`src/rtl/rhfc_pkg.sv`:
```
// package for the reason hysteresis frequency cap unit
// holds sizes, reset defaults, item codes and the cell chain link type
// no dependencies
`timescale 1ns / 1ps

package rhfc_pkg;

  localparam int REASON_MAX = 16;
  localparam int NUM_REASONS_DEF = 16;
  localparam int BASE_REASON_DEF = 0;
  localparam logic [31:0] CAP_RESET_DEF = 32'd2147483647;

  localparam int FREQ_W = 32;
  localparam int HOLD_W = 32;
  localparam int TIME_W = 64;
  localparam int IDX_W = 4;

  localparam int S_DATA_W = 152;
  localparam int M_DATA_W = 56;

  localparam logic ACT_UPDATE = 1'b0;
  localparam logic ACT_LOAD = 1'b1;

  typedef struct packed {
    logic go;
    logic [FREQ_W-1:0] cap;
  } rhfc_link_t;

endpackage

```
`src/rtl/rhfc_cell.sv`:
```
// one reason cell: active bit, release time, frequency and hold time
// takes the running cap from its left neighbor and hands it on; uses rhfc_pkg
`timescale 1ns / 1ps

module rhfc_cell
  import rhfc_pkg::*;
#(
  parameter logic [FREQ_W-1:0] CAP_RESET = CAP_RESET_DEF
) (
  input  logic              clk,
  input  logic              rst,
  input  rhfc_link_t        link_in,
  output rhfc_link_t        link_out,
  input  logic [TIME_W-1:0] now_time,
  input  logic              present,
  input  logic              load_en,
  input  logic [FREQ_W-1:0] load_freq,
  input  logic [HOLD_W-1:0] load_hold,
  output logic              active,
  output logic [FREQ_W-1:0] freq
);

  logic [TIME_W-1:0] rel;
  logic [HOLD_W-1:0] hold;
  logic [TIME_W-1:0] rel_mid;
  logic [TIME_W-1:0] elapsed;
  logic              expire;
  logic              counts;
  logic [FREQ_W-1:0] cap_next;

  always_comb begin
    if (present) begin
      rel_mid = '0;
    end else if (active && rel == '0) begin
      rel_mid = now_time;
    end else begin
      rel_mid = rel;
    end
    elapsed  = now_time - rel_mid;
    expire   = active && (rel_mid != '0) &&
               (elapsed >= {{(TIME_W-HOLD_W){1'b0}}, hold});
    counts   = active && !expire;
    cap_next = (counts && freq > link_in.cap) ? freq : link_in.cap;
  end

  always_ff @(posedge clk) begin
    if (rst) begin
      active <= 1'b0;
      rel <= '0;
      freq <= CAP_RESET;
      hold <= '0;
      link_out.go <= 1'b0;
    end else begin
      link_out.go <= link_in.go;
      link_out.cap <= cap_next;
      if (link_in.go) begin
        active <= present | counts;
        rel <= expire ? '0 : rel_mid;
      end
      if (load_en) begin
        freq <= load_freq;
        hold <= load_hold;
      end
    end
  end

endmodule

```
`config.mk`:
```
export PLATFORM = sky130hd
export DESIGN_NAME = rhfc_cell
export DESIGN_NICKNAME = d
export VERILOG_FILES = /design/src/rtl/rhfc_pkg.sv /design/src/rtl/rhfc_cell.sv
export SDC_FILE = /design/constraint.sdc
export NUM_CORES = 1
export LEC_CHECK = 0
export BUFFER_PORTS_ARGS = -buffer_cell sky130_fd_sc_hd__buf_2
export CORE_MARGIN = 2
export CORE_UTILIZATION = 25
export DETAILED_ROUTE_END_ITERATION = 16
export GPL_ROUTABILITY_DRIVEN = 0
export HOLD_SLACK_MARGIN = 0.1
export SYNTH_ARGS = -nofsm -noshare
export SYNTH_HDL_FRONTEND = slang
export SYNTH_SLANG_ARGS = --single-unit
```
`constraint.sdc`:
```
create_clock -name clk -period 9.8 [get_ports clk]
set_input_delay 0.98 -clock clk [delete_from_list [all_inputs] [get_ports clk]]
set_output_delay 0.98 -clock clk [all_outputs]
set_load 0.01 [all_outputs]
```
==> out/qor_table.md <==
| Result | Reported | Unit |
| --- | --- | --- |
| Share of total power in combinational logic | 35.5 | % |
| Clock latency on the worst-skew pair | 0.46 | ns |
| Arrival time of the worst setup path | 9.21 | ns |
| Final worst-path setup slack | 0.801 | ns |
| Std-Cell Rows | 84 | - |
| Cts hold-fix bufs | 0 | - |
| Xor and xnor area share after synthesis | 2.25 | % |
| I/O pin cnt | 231 | - |
| Horizontal die dimension | 234 | um |
| Combined area of all synthesized cells | 0.0132 | mm2 |
| Dpl hpwl | 40400 | um |
| Setup slack after placement | 1.13 | ns |
| TritonCTS clock tree | built | - |
| Critical path endpoint category | flip-flop | - |
| Via count of the first global-routing pass | 12900 | - |
| Number of remaining DRC errors | 0 | - |
| CTS root buf | sky130_fd_sc_hd__clkbuf_16 | - |
| WP data required | 10.01 | ns |
| Post-synth EDFFs | 32 | - |
| CTS H-Tree Depth | 4 | - |
| Post-detailed-route via-to-cell ratio | 5.35 | - |
| Overall Global Routing Usage | 17.6 | % |
| # placed instances | 2493 | - |
| Highest attainable clock frequency | 111 | MHz |
| Critical path peak fanout | 32 | - |
| Fin nets | 2119 | - |
| Cell mode on critical path | sky130_fd_sc_hd__a21oi_1 | - |
| Terminus of the critical flop-to-flop path | link_out[8] | - |
| Count of endpoints failing hold in the final timing report | 0 | - |
| Category of cells accounting for the largest share of critical-path delay | simple AND/OR/NAND/NOR gates | - |
| Routed WL per cell | 19.6 | um |
| Final period utilization | 91.8 | % |
| Clock share of power | 31.4 | % |
| Fraction of layout instances using a drive strength above 1 | 18.1 | % |
| Routed Wire Length | 49800 | um |
| Compound-Gate Fraction of Synth Area | 24.3 | % |
| Effective utilization at floorplan | 25.2 | % |
| Register share of total power | 33.0 | % |
| Part of the Yosys area used for sequential elements | 26.9 | % |
| Min Hold Slack | 0.494 | ns |
| Reg-to-reg critical path startpoint | rel[19] | - |
| Overall power | 2.23 | mW |
| Vias after detailed routing | 13600 | - |
| Synthesis-to-layout area growth | 18.5 | % |
| First-iteration detailed-routing DRC count | 1047 | - |
| Post-layout min period | 9.00 | ns |
| Total power divided by cell area | 142 | mW/mm2 |
| Total of warnings raised by yosys | 0 | - |
| Standard cell with the maximum stage delay on the critical path | sky130_fd_sc_hd__a21boi_0 | - |
| Antenna violations before repair | 15 | - |
| Instance area at placement | 0.0150 | mm2 |
| Post-Layout Inst Area | 0.0157 | mm2 |
| Count of unique library cells instantiated by Yosys | 79 | - |
| Worst setup path class | reg2reg | - |
| Switch Pwr | 810 | uW |
| Post_cts resized | 0 | - |
| Adder and majority gate portion of the synthesized area | 12.4 | % |
| Number of endpoints failing setup at the final stage | 0 | - |
| GR Overflow Total | 0 | - |
| Post-synthesis register bit count | 162 | - |
| Run status | completed | - |
| Number of cells traversed by the worst register-to-register path | 28 | - |
| FF-to-FF setup slack | 0.80 | ns |
| Multiplexer share of the synthesized area | 9.02 | % |
| Setup repair after global routing missed its margin | false | - |
| Drt pass-1 iters | 5 | - |
| Slew HR | 40.4 | % |
| Clk sink count | 162 | - |
| Clock slew at the register clock pins of the worst setup and hold paths | 0.06 | ns |
| Path category of the worst min-delay check | reg2reg | - |
| Simple-gate share of the synthesized area | 18.7 | % |
| Static leakage power | 6.66 | nW |
| Startpoint kind of the worst setup timing path | flip-flop | - |
| Max capacitance violation total | 0 | - |
| Setup tns final | 0 | ns |
| Finished Core Util | 29.9 | % |
| Height of the die | 234 | um |
| Clock buffer depth | 2 | - |
| Pin count of the biggest net entering global routing | 65 | - |
| Count of antenna-violating nets left after detailed routing | 0 | - |
| Final cell count without fillers | 2535 | - |
| Port Buffer Count | 230 | - |
| Number of standard cells after synthesis | 1636 | - |
| Dominant combinational cell family by area after synthesis | compound AO/OA/AOI/OAI gates | - |
| Worst clock skew | 0.00913 | ns |
| Largest incremental delay on the critical path | 0.59 | ns |
| Cell depth of the worst hold path | 2 | - |
| End point of the most critical hold path | hold[14] | - |
| Critical Path Source | rel[19] | - |
| CTS Buf Count | 17 | - |
| Buffers & Inverters on Critical Path | 2 | - |
| Wire length of the first global-routing pass | 74400 | um |
| Mapped Avg Cell Area | 8.08 | um2 |
| Startpoint of the most critical hold path | hold[14] | - |
| Internal Dissipation | 1.42 | mW |
| Net count after synthesis | 1931 | - |
| Area of the die | 0.0548 | mm2 |
| Peak supply drop | 0.128 | mV |
| Fraction of registers with async set or reset after synthesis | 0 | % |
| Switching part of the total power | 36.3 | % |
| Flip-flop cell with the highest count after synthesis | sky130_fd_sc_hd__dfxtp_1 | - |
| Worst-margin pin slew | 0.887 | ns |
| Placeable core region | 0.0524 | mm2 |
| Setup Fix Bufs, Post-CTS | 0 | - |
| Slew Viols, Final | 0 | - |
## power by group through the flow
stage	Sequential, mW	Combinational, mW	Clock, mW
2_1_floorplan	0.754	0.522	0
3_3_place_gp	0.751	0.762	0
5_1_grt	0.741	0.871	0.745
6_report	0.737	0.793	0.702
4_1_cts	0.737	0.781	0.721
3_5_place_dp	0.752	0.776	0
## layout make-up
cell class / instances / area (um2)
Antenna cell: 11 / 27.5
Clock buffer: 19 / 443
Clock inverter: 12 / 158
Fill cell: 5567 / 36800
Inverter: 140 / 526
Multi-Input combinational cell: 1260 / 8840
Sequential cell: 162 / 3560
Tap cell: 688 / 861
Timing Repair Buffer: 243 / 1250
## placed cells by master, fill, tap and decap left out, drive strengths merged, types with 18 or more instances in the layout
cell,n
nand3,18
nand2,146
nand4,55
mux2i,72
mux2,32
and3,18
a22o,57
ha,129
nor4,37
inv,141
nor2,144
dfxtp,130
nor3,27
a21oi,165
a21o,37
clkbuf,19
buf,243
edfxtp,32
o21ai,83
## routing by layer
layer  vias up  track usage (%)  share of wire (%)
met5         -                0               0.15
met4        12             7.58                3.9
met3       111             4.05                9.0
met2       663             30.4                 47
met1      6324             20.9                 40
li1       6447                -                  -
## worst max-delay path by stage
| stage | endpoint | slack [ns] | depth (start not counted) |
|---|---|---|---|
| after floorplan | link_out[10] | 2.30 | 29 |
| final | link_out[8] | 0.80 | 28 |
| after global routing | link_out[24] | 0.40 | 28 |
| after detailed placement | link_out[16] | 1.13 | 28 |
| after global placement | link_out[24] | 1.20 | 28 |
| after CTS | link_out[8] | 1.10 | 28 |
## flip-flops by register name, summed over array words and instances, names as in the netlist
| name | cells |
|---|---|
| active | 1 |
| link_out | 33 |
| freq | 32 |
| hold | 32 |
| rel | 64 |
## tightest hold or removal path, delay by kind of cell, from the launching register on
family	cells	cell delay (ns)
flops	1	0.33
mux	1	0.07
simple gates	1	0.07
## cells in the mapped netlist (14+ instances only)
cell type,count,area [um2]
sky130_fd_sc_hd__a21o_1,37,278
sky130_fd_sc_hd__a21oi_1,165,826
sky130_fd_sc_hd__a22o_1,57,499
sky130_fd_sc_hd__and3_1,18,113
sky130_fd_sc_hd__clkbuf_1,50,188
sky130_fd_sc_hd__dfxtp_1,130,2600
sky130_fd_sc_hd__edfxtp_1,32,961
sky130_fd_sc_hd__ha_1,129,1610
sky130_fd_sc_hd__inv_1,138,518
sky130_fd_sc_hd__mux2_4,30,450
sky130_fd_sc_hd__mux2i_1,72,721
sky130_fd_sc_hd__nand2_1,145,544
sky130_fd_sc_hd__nand3_1,18,90.1
sky130_fd_sc_hd__nand4_1,55,344
sky130_fd_sc_hd__nor2_1,144,541
sky130_fd_sc_hd__nor3_1,27,135
sky130_fd_sc_hd__nor4_1,36,225
sky130_fd_sc_hd__o211ai_1,14,105
sky130_fd_sc_hd__o21ai_0,82,410
sky130_fd_sc_hd__xnor2_1,17,149
sky130_fd_sc_hd__xor2_1,17,149
## cell families (layout without fill, tap and decap cells)
family                   count (synthesis)  after routing
multiplexers                           104            104
XOR/XNOR                                34             34
AO/OA/AOI/OAI                          483            483
adder cells (fa/ha/maj)                130            130
AND/OR/NAND/NOR                        509            509
other                                    0             11
buffers and inverters                  214            414
flip-flops                             162            162
(Power assumes the default switching activity.)
